## src/rtl/core/gete_pkg.sv

```systemverilog
// Shared types, constants and helpers for the Galois element table entry block.
package gete_pkg;

   localparam int ROW_W              = 16;  // row index width
   localparam int COL_W              = 16;  // column index width
   localparam int CFG_W              = 5;   // widest config register
   localparam int CSR_IDX_W          = 2;
   localparam int EXP_W              = 6;   // generator exponent h+1+b, up to 47
   localparam int GEN_PER_STAGE      = 4;   // row bits folded in per generator stage
   localparam int DEF_MAX_LOG_DEGREE = 16;

   localparam logic [CFG_W-1:0] RST_LOG_DEGREE = CFG_W'(12);
   localparam logic [CFG_W-1:0] RST_BASE_LEVEL = CFG_W'(0);
   localparam logic [CFG_W-1:0] RST_TOP_LEVEL  = CFG_W'(0);
   localparam logic             RST_TABLE_KIND = 1'b0;

   typedef enum logic [CSR_IDX_W-1:0] {
      REG_LOG_DEGREE = 2'd0,
      REG_BASE_LEVEL = 2'd1,
      REG_TOP_LEVEL  = 2'd2,
      REG_TABLE_KIND = 2'd3
   } csr_reg_type;

   typedef enum logic {
      KIND_PACK   = 1'b0,
      KIND_EXPAND = 1'b1
   } table_kind_type;

   // Effective levels after saturation, shared by all stages.
   typedef struct packed {
      logic [CFG_W-1:0] log_deg;  // L, clamped
      logic [CFG_W-1:0] base;     // h
      logic [CFG_W-1:0] depth;    // u-h, or 0
      logic [CFG_W-1:0] shift;    // L-u
      table_kind_type   kind;
   } lvl_type;

   // Newton steps for an inverse mod 2^w, starting at 3 correct bits.
   function automatic int newton_iters(input int w);
      int n;
      int bits;
      n    = 0;
      bits = 3;
      while (bits < w) begin
         bits = bits * 2;
         n    = n + 1;
      end
      return (n == 0) ? 1 : n;
   endfunction

endpackage

```

## src/rtl/core/gete_gen_stage.sv

```systemverilog
// One generator stage: folds a group of row bits into the running Galois element.
module gete_gen_stage
   import gete_pkg::*;
#(
   parameter int W         = DEF_MAX_LOG_DEGREE + 1,
   parameter int FIRST_BIT = 0
) (
   input  logic             clock,
   input  logic             load,
   input  lvl_type          lvl,
   input  logic [ROW_W-1:0] row_src,
   input  logic [W-1:0]     g_src,
   output logic [ROW_W-1:0] row_ff,
   output logic [W-1:0]     g_ff
);

   logic [W-1:0]     g_in;
   logic [EXP_W-1:0] e;

   // g * (2^e + 1) is a shift and add; exponents past L give a factor of 1.
   always_comb begin
      g_in = g_src;
      e    = '0;
      for (int j = 0; j < GEN_PER_STAGE; j++) begin
         e = EXP_W'(lvl.base) + EXP_W'(FIRST_BIT + j + 1);
         if (row_src[FIRST_BIT + j] && (e <= EXP_W'(lvl.log_deg))) begin
            g_in = g_in + (g_in << e);
         end
      end
   end

   always_ff @(posedge clock) begin
      if (load) begin
         row_ff <= row_src;
         g_ff   <= g_in;
      end
   end

endmodule

```

## src/rtl/core/gete_newton_step.sv

```systemverilog
// One Newton step x <- x*(2 - g*x) mod 2^W, split over two register stages.
module gete_newton_step
   import gete_pkg::*;
#(
   parameter int W = DEF_MAX_LOG_DEGREE + 1
) (
   input  logic         clock,
   input  logic [1:0]   load,
   input  logic [W-1:0] g_src,
   input  logic [W-1:0] x_src,
   output logic [W-1:0] g_ff,
   output logic [W-1:0] x_ff
);

   localparam logic [W-1:0] TWO = W'(2);

   logic [W-1:0]   ga_ff;
   logic [W-1:0]   xa_ff;
   logic [W-1:0]   t_ff;
   logic [2*W-1:0] prod_a;
   logic [2*W-1:0] prod_b;
   logic [W-1:0]   corr;
   logic [W-1:0]   t_in;
   logic [W-1:0]   x_in;

   always_comb begin
      prod_a = {{W{1'b0}}, g_src} * {{W{1'b0}}, x_src};
      t_in   = prod_a[W-1:0];
      corr   = TWO - t_ff;
      prod_b = {{W{1'b0}}, xa_ff} * {{W{1'b0}}, corr};
      x_in   = prod_b[W-1:0];
   end

   always_ff @(posedge clock) begin
      if (load[0]) begin
         ga_ff <= g_src;
         xa_ff <= x_src;
         t_ff  <= t_in;
      end
      if (load[1]) begin
         g_ff <= ga_ff;
         x_ff <= x_in;
      end
   end

endmodule

```

## src/rtl/core/galois_element_table_entry.sv

```systemverilog
// Top level: pipelined Galois element / inverse / table entry generator.
//
// Usage:
//  - req channel carries a row index and a column index; rsp channel returns the
//    Galois element of the row, its inverse and the table entry, all mod 2N.
//  - A transfer happens on a rising edge with valid high and stall low.
//  - csr_wr_en/csr_index/csr_wdata write log_degree, base_level, top_level and
//    table_kind; write them only while no transfer is in flight.
//  - Depth: GS + 2*NI + 1 register stages, where GS is the number of generator
//    stages (four row bits each) and NI the Newton steps for the inverse. At the
//    default degree limit of 16 that is 11 stages.
//  - Throughput: one transfer per cycle while rsp_stall is low. Each stage has its
//    own valid bit, so bubbles close up while the receiver stalls and new requests
//    keep entering until every stage holds an item.
//  - Reset (synchronous) empties the pipeline and loads the register defaults:
//    log_degree 12, base_level 0, top_level 0, pack table.
module galois_element_table_entry
   import gete_pkg::*;
#(
   parameter int  MAX_LOG_DEGREE = DEF_MAX_LOG_DEGREE,
   localparam int W              = MAX_LOG_DEGREE + 1
) (
   input  logic                 clock,
   input  logic                 reset,
   // config writes
   input  logic                 csr_wr_en,
   input  logic [CSR_IDX_W-1:0] csr_index,
   input  logic [CFG_W-1:0]     csr_wdata,
   // request channel
   input  logic                 req_valid,
   output logic                 req_stall,
   input  logic [ROW_W-1:0]     req_row_index,
   input  logic [COL_W-1:0]     req_col_index,
   // response channel
   output logic                 rsp_valid,
   input  logic                 rsp_stall,
   output logic [W-1:0]         rsp_galois_element,
   output logic [W-1:0]         rsp_inverse_element,
   output logic [W-1:0]         rsp_table_entry
);

   localparam int GS = ROW_W / GEN_PER_STAGE;   // generator stages
   localparam int NI = newton_iters(W);        // Newton steps
   localparam int NS = GS + 2 * NI + 1;        // total register stages

   // ---------------------------------------------------------------------------
   // Config registers
   // ---------------------------------------------------------------------------
   logic [CFG_W-1:0] log_degree_ff;
   logic [CFG_W-1:0] base_level_ff;
   logic [CFG_W-1:0] top_level_ff;
   table_kind_type   table_kind_ff;

   always_ff @(posedge clock) begin
      if (reset) begin
         log_degree_ff <= RST_LOG_DEGREE;
         base_level_ff <= RST_BASE_LEVEL;
         top_level_ff  <= RST_TOP_LEVEL;
         table_kind_ff <= table_kind_type'(RST_TABLE_KIND);
      end else if (csr_wr_en) begin
         case (csr_reg_type'(csr_index))
            REG_LOG_DEGREE: log_degree_ff <= csr_wdata;
            REG_BASE_LEVEL: base_level_ff <= csr_wdata;
            REG_TOP_LEVEL:  top_level_ff  <= csr_wdata;
            REG_TABLE_KIND: table_kind_ff <= table_kind_type'(csr_wdata[0]);
            default: ;
         endcase
      end
   end

   // Effective levels. The user keeps config static while items are in flight; the
   // block itself does not enforce this. Stages read these directly, not a copy.
   lvl_type          lvl;
   logic [CFG_W-1:0] u_eff;

   always_comb begin
      lvl.base = base_level_ff;
      lvl.kind = table_kind_ff;
      if (log_degree_ff == '0) begin
         lvl.log_deg = CFG_W'(1);
      end else if (log_degree_ff > CFG_W'(MAX_LOG_DEGREE)) begin
         lvl.log_deg = CFG_W'(MAX_LOG_DEGREE);
      end else begin
         lvl.log_deg = log_degree_ff;
      end
      u_eff     = (top_level_ff > lvl.log_deg) ? lvl.log_deg : top_level_ff;
      lvl.depth = (u_eff > base_level_ff) ? (u_eff - base_level_ff) : '0;
      lvl.shift = lvl.log_deg - u_eff;
   end

   // ---------------------------------------------------------------------------
   // Pipeline control: per-stage valid, ready ripples back from the output
   // ---------------------------------------------------------------------------
   logic [NS-1:0] vld_ff;
   logic [NS-1:0] vld_src;
   logic [NS-1:0] rdy;
   logic [NS-1:0] ld;

   always_comb begin
      vld_src         = {vld_ff[NS-2:0], req_valid};
      rdy[NS-1]       = !vld_ff[NS-1] || !rsp_stall;
      for (int i = NS - 2; i >= 0; i--) begin
         rdy[i] = !vld_ff[i] || rdy[i+1];
      end
      ld = rdy & vld_src;
   end

   always_ff @(posedge clock) begin
      if (reset) begin
         vld_ff <= '0;
      end else begin
         for (int i = 0; i < NS; i++) begin
            if (rdy[i]) begin
               vld_ff[i] <= vld_src[i];
            end
         end
      end
   end

   assign req_stall = !rdy[0];
   assign rsp_valid = vld_ff[NS-1];

   // ---------------------------------------------------------------------------
   // Input masking and the final multiplier operand
   // ---------------------------------------------------------------------------
   logic [ROW_W-1:0] row_m;
   logic [COL_W-1:0] col_m;
   logic [W-1:0]     col_scaled;
   logic [W-1:0]     op_src;

   always_comb begin
      row_m      = req_row_index & ~({ROW_W{1'b1}} << lvl.depth);
      col_m      = req_col_index & ~({COL_W{1'b1}} << lvl.depth);
      col_scaled = W'(col_m) << lvl.shift;   // k * (N >> u)
      // pack multiplies k*base by the inverse; expand multiplies -k*base by g
      op_src     = (lvl.kind == KIND_EXPAND) ? (W'(0) - col_scaled) : col_scaled;
   end

   // Operand rides along as a delay line up to the last stage.
   logic [W-1:0] op_ff [NS-1];

   always_ff @(posedge clock) begin
      if (ld[0]) begin
         op_ff[0] <= op_src;
      end
      for (int i = 1; i < NS - 1; i++) begin
         if (ld[i]) begin
            op_ff[i] <= op_ff[i-1];
         end
      end
   end

   // ---------------------------------------------------------------------------
   // Generator stages: product of (2^(h+1+b) + 1) over set row bits
   // ---------------------------------------------------------------------------
   logic [ROW_W-1:0] gen_row [GS];
   logic [W-1:0]     gen_g   [GS];

   for (genvar s = 0; s < GS; s++) begin : g_gen
      logic [ROW_W-1:0] row_s;
      logic [W-1:0]     g_s;
      if (s == 0) begin : g_first
         assign row_s = row_m;
         assign g_s   = W'(1);
      end else begin : g_next
         assign row_s = gen_row[s-1];
         assign g_s   = gen_g[s-1];
      end
      gete_gen_stage #(
         .W         (W),
         .FIRST_BIT (s * GEN_PER_STAGE)
      ) u_gen (
         .clock   (clock),
         .load    (ld[s]),
         .lvl     (lvl),
         .row_src (row_s),
         .g_src   (g_s),
         .row_ff  (gen_row[s]),
         .g_ff    (gen_g[s])
      );
   end

   // ---------------------------------------------------------------------------
   // Inverse by Newton iteration, seeded with g (g*g = 1 mod 8 for odd g)
   // ---------------------------------------------------------------------------
   logic [W-1:0] nt_g [NI];
   logic [W-1:0] nt_x [NI];

   for (genvar n = 0; n < NI; n++) begin : g_newton
      logic [W-1:0] g_n;
      logic [W-1:0] x_n;
      if (n == 0) begin : g_seed
         assign g_n = gen_g[GS-1];
         assign x_n = gen_g[GS-1];
      end else begin : g_chain
         assign g_n = nt_g[n-1];
         assign x_n = nt_x[n-1];
      end
      gete_newton_step #(
         .W (W)
      ) u_newton (
         .clock (clock),
         .load  (ld[GS + 2*n + 1 : GS + 2*n]),
         .g_src (g_n),
         .x_src (x_n),
         .g_ff  (nt_g[n]),
         .x_ff  (nt_x[n])
      );
   end

   // ---------------------------------------------------------------------------
   // Output stage: entry multiply, reduce everything mod 2N
   // ---------------------------------------------------------------------------
   logic [W-1:0]   mod_mask;
   logic [W-1:0]   mul_b;
   logic [2*W-1:0] entry_prod;
   logic [W-1:0]   ge_ff;
   logic [W-1:0]   inv_ff;
   logic [W-1:0]   entry_ff;

   always_comb begin
      mod_mask   = ~({W{1'b1}} << ({1'b0, lvl.log_deg} + 6'd1));
      mul_b      = (lvl.kind == KIND_EXPAND) ? nt_g[NI-1] : nt_x[NI-1];
      entry_prod = {{W{1'b0}}, op_ff[NS-2]} * {{W{1'b0}}, mul_b};
   end

   always_ff @(posedge clock) begin
      if (ld[NS-1]) begin
         ge_ff    <= nt_g[NI-1] & mod_mask;
         inv_ff   <= nt_x[NI-1] & mod_mask;
         entry_ff <= entry_prod[W-1:0] & mod_mask;
      end
   end

   assign rsp_galois_element  = ge_ff;
   assign rsp_inverse_element = inv_ff;
   assign rsp_table_entry     = entry_ff;

endmodule

```

## config.mk

```make
export PLATFORM = sky130hd
export DESIGN_NAME = galois_element_table_entry
export DESIGN_NICKNAME = d
export VERILOG_FILES = /design/src/rtl/core/gete_pkg.sv /design/src/rtl/core/gete_gen_stage.sv /design/src/rtl/core/gete_newton_step.sv /design/src/rtl/core/galois_element_table_entry.sv
export SDC_FILE = /design/constraint.sdc
export NUM_CORES = 2
export LEC_CHECK = 0
export BUFFER_PORTS_ARGS = -buffer_cell sky130_fd_sc_hd__buf_4
export CORE_ASPECT_RATIO = 0.9
export CORE_MARGIN = 8
export CORE_UTILIZATION = 52
export DETAILED_ROUTE_END_ITERATION = 10
export PLACE_DENSITY = 0.68
export SETUP_SLACK_MARGIN = 0.1
export SYNTH_ARGS = -nofsm -noshare
export SYNTH_HDL_FRONTEND = slang
export SYNTH_SLANG_ARGS = --single-unit
```

## constraint.sdc

```tcl
create_clock -name clock -period 28.1 [get_ports clock]
set_input_delay 0 -clock clock [delete_from_list [all_inputs] [get_ports clock]]
set_output_delay 0 -clock clock [all_outputs]
set_load 0.01 [all_outputs]
```

# After elaboration in Yosys (flattened, before gate mapping)
# Memory sizes are Yosys's and may differ from the RTL's.
# Cells that the tools add are included.
# word_totals
regBits	432
output_inout_bits	53
ramBits	170
n_memories	1
# op_classes
eq_ne	3
bitwise_logic	8
magnitude_cmp	19
reduce_logical	46
mux	42
mul	7
shifts	19
n_addsub	39
# memory_table
memory	depth	word_bits	read_ports	rd_ports_with_merged_regs	write_ports	line_no	source
op_ff	10	17	10	0	10	galois_element_table_entry.sv:140	logic [W-1:0] op_ff [NS-1];
# op_table
cell	count
$mux W17	18
$add A17 B17 Y17	15
$shl A17 B6 Y17	15
$mul A17 B17 Y17	7
$le A6 B5 Y1	16
$and A17 B17 Y17	3
$sub A2 B17 Y17 const A	3
$add A5 B4 Y6 const B	8
$and A16 B16 Y16	2
$add A5 B3 Y6 const B	4
$mux W1	20
$mux W5	4
$add A1 B17 Y17 const A	1
$not A17 Y17	1
$shl A1 B6 Y17 const A	1
$shl A16 B5 Y17	1
$shl A17 B6 Y17 const A	1
$sub A1 B17 Y17 const A	1
$logic_and A1 B1 Y1	16
$not A16 Y16	1
$shl A16 B5 Y16 const A	1
$logic_not A1 Y1	13
$add A5 B1 Y6 const B	2
$add A5 B2 Y6 const B	2
other kinds (11)	27

# Logic depth before layout (Yosys ltp)
# depth
ltp_word	21
mapped_depth	70

# Modules after synthesis
# From an unflattened synthesis, not the netlist that was laid out.
# unflattened
cells_unflattened	9499
hier_area_um2	84718.8
# by_module_without_submodules
mod	area_each_um2	instances	cells_each
galois_element_table_entry	15309.7	1	1352
gete_newton_step (g_newton[1].u_newton)	11651.2	1	1186
gete_newton_step (g_newton[0].u_newton)	11639.9	1	1180
gete_newton_step (g_newton[2].u_newton)	11599.9	1	1176
gete_gen_stage (g_gen[1].u_gen)	9111.2	1	1229
gete_gen_stage (g_gen[2].u_gen)	9013.6	1	1237
gete_gen_stage (g_gen[0].u_gen)	8698.3	1	1138
gete_gen_stage (g_gen[3].u_gen)	7694.9	1	1001

# Worst setup path after synthesis
# OpenSTA, ideal clock, no wires.
# synth_path
path_type	reg2reg
start	register base_level_ff[0]
end	register g_gen[1].u_gen.g_ff[16] (data pin)
setup_time_ns	0.266
stages_incl_launch_ff	65
path_buffers	15
period_less_slack_ns	13.763
slack_ns	14.337
arrival_time_ns	13.497
cell_sequence	dfxtp_1 > buf_2 > buf_2 > clkinv_1 > buf_1 > buf_1 > clkbuf_1 > buf_1 > clkbuf_1 > clkbuf_1 > ha_1 > buf_2 > buf_2 > clkbuf_1 > buf_1 > clkbuf_1 > clkbuf_1 > clkbuf_1 > (+29 left out) > a41o_1 > or4_1 > nand2_1 > xnor2_1 > a21oi_1 > mux4_2 > and2_1 > a211oi_1 > a31oi_1 > nor2_1 > ha_1 > o211ai_1 > nor2_1 > a211oi_1 > o21ai_0 > or3_1 > mux2i_1 > a311oi_1
# synth_via
elab_chain_len	13
elab_cells_between_ends	24
classes_between	8 x add/sub; 4 x order compare; 4 x shift; 4 x mux; 4 x reduce/logical
# synth_rtl
item	line_no	source
from (decl)	galois_element_table_entry.sv:50	logic [CFG_W-1:0] base_level_ff;
from (signal assigned)	galois_element_table_entry.sv:63	REG_BASE_LEVEL: base_level_ff <= csr_wdata;
$add A5 B3 Y6	gete_gen_stage.sv:25	e = EXP_W'(lvl.base) + EXP_W'(FIRST_BIT + j + 1);
$shl A17 B6 Y17 / $le A6 B5 Y1 (equally long branches)	gete_gen_stage.sv:27, gete_gen_stage.sv:26	
$add A17 B17 Y17 / $logic_and A1 B1 Y1 (equally long branches)	gete_gen_stage.sv:27, gete_gen_stage.sv:26	
$mux W17	gete_gen_stage.sv:26	if (row_src[FIRST_BIT + j] && (e <= EXP_W'(lvl.log_deg))) begin
$shl A17 B6 Y17	gete_gen_stage.sv:27	g_in = g_in + (g_in << e);
$add A17 B17 Y17	gete_gen_stage.sv:27	
$mux W17	gete_gen_stage.sv:26	
$shl A17 B6 Y17	gete_gen_stage.sv:27	
$add A17 B17 Y17	gete_gen_stage.sv:27	
$mux W17	gete_gen_stage.sv:26	
$shl A17 B6 Y17	gete_gen_stage.sv:27	
$add A17 B17 Y17	gete_gen_stage.sv:27	
$mux W17 *	gete_gen_stage.sv:26	
via g_gen[1].u_gen.g_in[16]	gete_gen_stage.sv:17	logic [W-1:0] g_in;
to (signal assigned)	gete_gen_stage.sv:35	g_ff <= g_in;
to (decl)	gete_gen_stage.sv:14	output logic [W-1:0] g_ff
# The timed path passes the listed nets; every way through them passes the cells marked *.
# A chain may end at the register's enable or synchronous reset.

# Final worst setup path
# layout_path
start	register log_degree_ff[4]
end	register g_gen[0].u_gen.g_ff[16] (data pin)
# layout_via
elab_chain_len	21
elab_cells_between_ends	30
classes_between	4 x add/sub; 7 x order compare; 4 x shift; 8 x mux; 2 x bitwise; 5 x reduce/logical
# layout_rtl
item	line_no	source
from (decl)	galois_element_table_entry.sv:49	logic [CFG_W-1:0] log_degree_ff;
from (signal assigned)	galois_element_table_entry.sv:62	REG_LOG_DEGREE: log_degree_ff <= csr_wdata;
$gt A5 B5 Y1	galois_element_table_entry.sv:81	end else if (log_degree_ff > CFG_W'(MAX_LOG_DEGREE)) begin
$mux W5	galois_element_table_entry.sv:81	
$mux W5 *	galois_element_table_entry.sv:79	if (log_degree_ff == '0) begin
$gt A5 B5 Y1	galois_element_table_entry.sv:86	u_eff = (top_level_ff > lvl.log_deg) ? lvl.log_deg : top_level_ff;
$mux W5	galois_element_table_entry.sv:86	
$sub A5 B5 Y5 / $gt A5 B5 Y1 (equally long branches)	galois_element_table_entry.sv:87	lvl.depth = (u_eff > base_level_ff) ? (u_eff - base_level_ff) : '0;
$mux W5	galois_element_table_entry.sv:87	
$shl A16 B5 Y16	galois_element_table_entry.sv:132	row_m = req_row_index & ~({ROW_W{1'b1}} << lvl.depth);
(+6 left out)	--	
$mux W17	gete_gen_stage.sv:26	
$shl A17 B6 Y17	gete_gen_stage.sv:27	
$add A17 B17 Y17	gete_gen_stage.sv:27	
$mux W17	gete_gen_stage.sv:26	
$shl A17 B6 Y17	gete_gen_stage.sv:27	
$add A17 B17 Y17	gete_gen_stage.sv:27	
$mux W17 *	gete_gen_stage.sv:26	
via g_gen[0].u_gen.g_in[16]	gete_gen_stage.sv:17	
to (signal assigned)	gete_gen_stage.sv:35	
to (decl)	gete_gen_stage.sv:14	
# Marks and branches as above.

==> impl_metrics.prom <==
# TYPE chip_impl_metric gauge
chip_impl_info{name="result_of_the_run",value="complete, no violations"} 1
chip_impl_metric{name="die-width",unit="um"} 419
chip_impl_metric{name="worst_ep_required_time",unit="ps"} 28600
chip_impl_metric{name="synth_seq_area_share",unit=""} 0.221
chip_impl_metric{name="timing.final.max_slew_violations",unit=""} 0
chip_impl_metric{name="num_vias",unit=""} 62100
chip_impl_info{name="synth.cells.most_frequent",value="sky130_fd_sc_hd__inv_1 (1,181), sky130_fd_sc_hd__nand2_1 (1,057), sky130_fd_sc_hd__ha_1 (686)"} 1
chip_impl_metric{name="power_leakage",unit="nW"} 36.0
chip_impl_metric{name="final_period_minus_worst_setup_slack",unit="ps"} 13830
chip_impl_metric{name="grt_first_pass_wirelength",unit="mm"} 346
chip_impl_metric{name="ports",unit=""} 97
chip_impl_metric{name="clk-insertion-delay-late",unit="ps"} 710
chip_impl_metric{name="synth.lib_cells_used.distinct",unit=""} 101
chip_impl_metric{name="cts.repair.resized",unit=""} 0
chip_impl_metric{name="numCtsBuffers",unit=""} 60
chip_impl_metric{name="std_cell_rows",unit=""} 133
chip_impl_metric{name="netlist_instances",unit=""} 8592
chip_impl_metric{name="yosys.area_share.adder",unit=""} 0.288
chip_impl_info{name="crit_path_top_delay_cell",value="sky130_fd_sc_hd__a21oi_1"} 1
chip_impl_info{name="timing.hold.worst.start",value="req_row_index[3]"} 1
chip_impl_metric{name="place.detailed.hpwl",unit="mm"} 170
chip_impl_info{name="synthMostInstantiatedCell",value="sky130_fd_sc_hd__inv_1"} 1
chip_impl_info{name="unrepaired_setup_endpoints_after_global_routing",value="false"} 1
chip_impl_metric{name="timing.slew.headroom",unit=""} 0.136
chip_impl_info{name="min-delay-path-class",value="input port to flip-flop"} 1
chip_impl_metric{name="fin_hold_ws",unit="ps"} 105
chip_impl_metric{name="max_cap_viol_count",unit=""} 0
chip_impl_info{name="ys_top_cells_by_area",value="sky130_fd_sc_hd__edfxtp_1 (21%), sky130_fd_sc_hd__fa_1 (18%), sky130_fd_sc_hd__ha_1 (11%)"} 1
chip_impl_metric{name="worst_path_largest_cell_delay",unit="ps"} 890
chip_impl_metric{name="synth_top_area_frac",unit=""} 0.214
chip_impl_metric{name="die_height",unit="um"} 378
chip_impl_metric{name="syn_area",unit="sq um"} 75800
chip_impl_metric{name="post_synth.cell_area_avg",unit="sq um"} 8.82
chip_impl_metric{name="grt_pass1_vias",unit=""} 62100
chip_impl_metric{name="synthMuxAreaShare",unit=""} 0.0554
chip_impl_metric{name="final.setup.tns",unit="ps"} 0
chip_impl_metric{name="portion_of_the_clock_cycle_consumed_by_the_worst_path_in_the_final_layout",unit=""} 0.492
chip_impl_metric{name="clock_tree.htree_level_count",unit=""} 2
chip_impl_metric{name="grtUsageTotal",unit=""} 0.272
chip_impl_info{name="largest_area_contributor_in_the_netlist",value="sky130_fd_sc_hd__edfxtp_1"} 1
chip_impl_info{name="synth-main-ff-cell",value="sky130_fd_sc_hd__edfxtp_1"} 1
chip_impl_metric{name="cp.arrival",unit="ps"} 14330
chip_impl_info{name="timing.critical_path.from",value="log_degree_ff[4]"} 1
chip_impl_info{name="timing.critical_path.to_type",value="flip-flop"} 1
chip_impl_metric{name="total_global_routing_overflow",unit=""} 0
chip_impl_metric{name="route.detailed.drc",unit=""} 0
chip_impl_metric{name="synth_async_sr_flop_share",unit=""} 0
chip_impl_metric{name="ys.warnings.count",unit=""} 0
chip_impl_metric{name="clk_pin_slew",unit="ps"} 70
chip_impl_info{name="cts-root-buf",value="sky130_fd_sc_hd__clkbuf_16"} 1
chip_impl_metric{name="grt_antenna_before_repair",unit=""} 7
chip_impl_metric{name="clockBufferDepth",unit=""} 3
chip_impl_info{name="critical_path.reg2reg.startpoint",value="log_degree_ff[4]"} 1
chip_impl_metric{name="drt-wirelength-per-cell",unit="um"} 20.7
chip_impl_metric{name="final-setup-viol-count",unit=""} 0
chip_impl_metric{name="synthesized_area_fraction_occupied_by_ao_oa_aoi_and_oai_cells",unit=""} 0.131
chip_impl_metric{name="core-area",unit="sq um"} 145000
chip_impl_metric{name="nets",unit=""} 9941
chip_impl_metric{name="detail_route.vias_per_cell",unit=""} 5.89
chip_impl_metric{name="globalplace.congestion",unit=""} 0.993
chip_impl_metric{name="route.antenna.remaining_nets",unit=""} 0
chip_impl_metric{name="critical_path_peak_fanout",unit=""} 12
chip_impl_info{name="tritoncts",value="done"} 1
chip_impl_metric{name="share_of_layout_cells_above_drive_strength_1",unit=""} 0.0633
chip_impl_metric{name="yosys_register_bits",unit=""} 568
chip_impl_info{name="synth_top_family_by_area",value="adder cells"} 1
chip_impl_metric{name="start_util",unit=""} 0.521
chip_impl_info{name="timing_worst_setup_path_type",value="flip-flop to flip-flop"} 1
chip_impl_metric{name="port_buffers",unit=""} 96
chip_impl_metric{name="timing.clock.skew",unit="ps"} 69.7
chip_impl_metric{name="largest_net_degree_at_the_start_of_global_routing",unit=""} 137
chip_impl_metric{name="layout-area-overhead-vs-synth",unit="%"} 6.95
chip_impl_metric{name="report.final.hold_viol_count",unit=""} 0
chip_impl_metric{name="drt-initial-drc-count",unit=""} 5536
chip_impl_metric{name="yosys.area_share.simple",unit=""} 0.163
chip_impl_metric{name="max_slew.worst_pin.slew",unit="ps"} 1290
chip_impl_metric{name="power_density",unit="nW/um^2"} 52.7
chip_impl_info{name="path_common_cell",value="sky130_fd_sc_hd__nor2_1"} 1
chip_impl_metric{name="drt_first_pass_iters",unit=""} 6
chip_impl_metric{name="synth-edff-count",unit=""} 541
chip_impl_metric{name="achievable-frequency",unit="MHz"} 72.3
chip_impl_metric{name="finalWirelength",unit="mm"} 219
chip_impl_metric{name="yosys.area_share.xor_xnor",unit=""} 0.0639
chip_impl_metric{name="peakVddDrop",unit="mV"} 0.0589
chip_impl_metric{name="cts_sinks",unit=""} 568
chip_impl_metric{name="die_area",unit="sq um"} 158000
chip_impl_info{name="timing.critical_path.from_type",value="flip-flop"} 1
[state kept, by name, indices dropped and copies added, names as in the netlist, 16 cells and up]
signal	count
g_newton.u_newton.ga_ff	32
rsp_table_entry	17
g_newton.u_newton.t_ff	50
g_newton.u_newton.g_ff	49
g_newton.u_newton.xa_ff	48
g_gen.u_gen.g_ff	68
g_newton.u_newton.x_ff	50
g_gen.u_gen.row_ff	24
op_ff	170
rsp_galois_element	17
rsp_inverse_element	16
[cells by family after synthesis]
kind of cell,count (synthesis)
other,1
muxes,336
xor gates and xnor gates,552
adders and majority gates,1349
DFF,568
buffers and inverters,1551
and+or+nand+nor,2659
AOI/OAI and AO/OA,1576
[metrics by stage]
stage	power (W)	setup slack, ps	utilization	instance area [sq um]	std cells
3_5_place_dp	0.00340	14740	0.541	78700	10400
6_report	0.00427	14270	0.558	81100	10600
4_1_cts	0.00425	14670	0.558	81100	10600
2_1_floorplan	0.00284	14340	-	75900	8609
5_1_grt	0.00458	13470	0.558	81100	10600
3_3_place_gp	0.00336	14800	0.541	78700	10400
[worst paths after layout]
check	cells past startpoint	slack [ps]	to
setup / recovery	56	14270	g_gen[0].u_gen.g_ff[16]
hold / removal	5	110	g_gen[0].u_gen.g_ff[3]
setup reg to reg	56	14270	g_gen[0].u_gen.g_ff[16]
hold reg to reg	0	400	op_ff[2][5]
[layout by cell type, fill, tap and decap left out, types with 18 or more instances in the layout]
cell type and count:
sky130_fd_sc_hd__nor3_1 116, sky130_fd_sc_hd__a22oi_1 28, sky130_fd_sc_hd__inv_1 1180, sky130_fd_sc_hd__nor2_1 605, sky130_fd_sc_hd__mux2i_1 189, sky130_fd_sc_hd__a21oi_1 491
sky130_fd_sc_hd__a31oi_1 62, sky130_fd_sc_hd__or3_1 41, sky130_fd_sc_hd__and3_1 31, sky130_fd_sc_hd__a21o_1 81, sky130_fd_sc_hd__a21boi_0 19, sky130_fd_sc_hd__xor2_1 135
sky130_fd_sc_hd__nand4_1 26, sky130_fd_sc_hd__dfxtp_1 23, sky130_fd_sc_hd__and2_1 383, sky130_fd_sc_hd__fa_1 663, sky130_fd_sc_hd__ha_1 684, sky130_fd_sc_hd__buf_4 202
sky130_fd_sc_hd__o21bai_1 67, sky130_fd_sc_hd__a211oi_1 105, sky130_fd_sc_hd__conb_1 18, sky130_fd_sc_hd__o31ai_1 25, sky130_fd_sc_hd__or2_2 22, sky130_fd_sc_hd__mux4_2 58
sky130_fd_sc_hd__o22ai_1 23, sky130_fd_sc_hd__clkinv_1 20, sky130_fd_sc_hd__o21ai_0 355, sky130_fd_sc_hd__xnor2_1 407, sky130_fd_sc_hd__nor4_1 24, sky130_fd_sc_hd__clkbuf_16 60
sky130_fd_sc_hd__dlygate4sd3_1 32, sky130_fd_sc_hd__edfxtp_1 541, sky130_fd_sc_hd__nand2_1 1057, sky130_fd_sc_hd__o211ai_1 58, sky130_fd_sc_hd__nor2b_1 80, sky130_fd_sc_hd__mux2_2 89
sky130_fd_sc_hd__o21a_1 62, sky130_fd_sc_hd__nand2b_1 105, sky130_fd_sc_hd__nand3_1 88
[final cells by class]
cell class | count | area [sq um]
inverters | 1193 | 4480
flip-flops and latches | 568 | 16800
fillers | 13100 | 64400
well taps | 1957 | 2450
clock buffers | 66 | 1530
clock inverters | 47 | 507
multi-input cells | 6490 | 53500
diodes | 1 | 2.50
repair buffers | 235 | 1860
[worst max-delay path: cells and delay by family (launching register included)]
family          cells  cell delay, ps
compound gates     24            6430
fa+ha+maj           5            1670
xor+xnor            4             690
mux                 4            1290
buf+inv             4             810
simple gates       15            2280
flops               1             450
[power breakdown]
group / internal [W] / switching, W
Clock: 0.000458 / 0.000374
Combinational: 0.000975 / 0.00141
Sequential: 0.00101 / 0.0000436
Total: 0.00244 / 0.00183
[metal layers]
layer	up-vias	global-route usage	wire length (um)
met5	-	0	30
met4	4	0.105	9350
met3	483	0.0493	18600
met2	2674	0.435	98500
met1	30300	0.367	92200
li1	28700	-	-
[timing repair]
item | in CTS | in global routing
setup buffers | 0 | 0
endpoints found under the hold margin | 40 | 0
hold buffers | 32 | 0
Power figures use the tool's default switching activity.
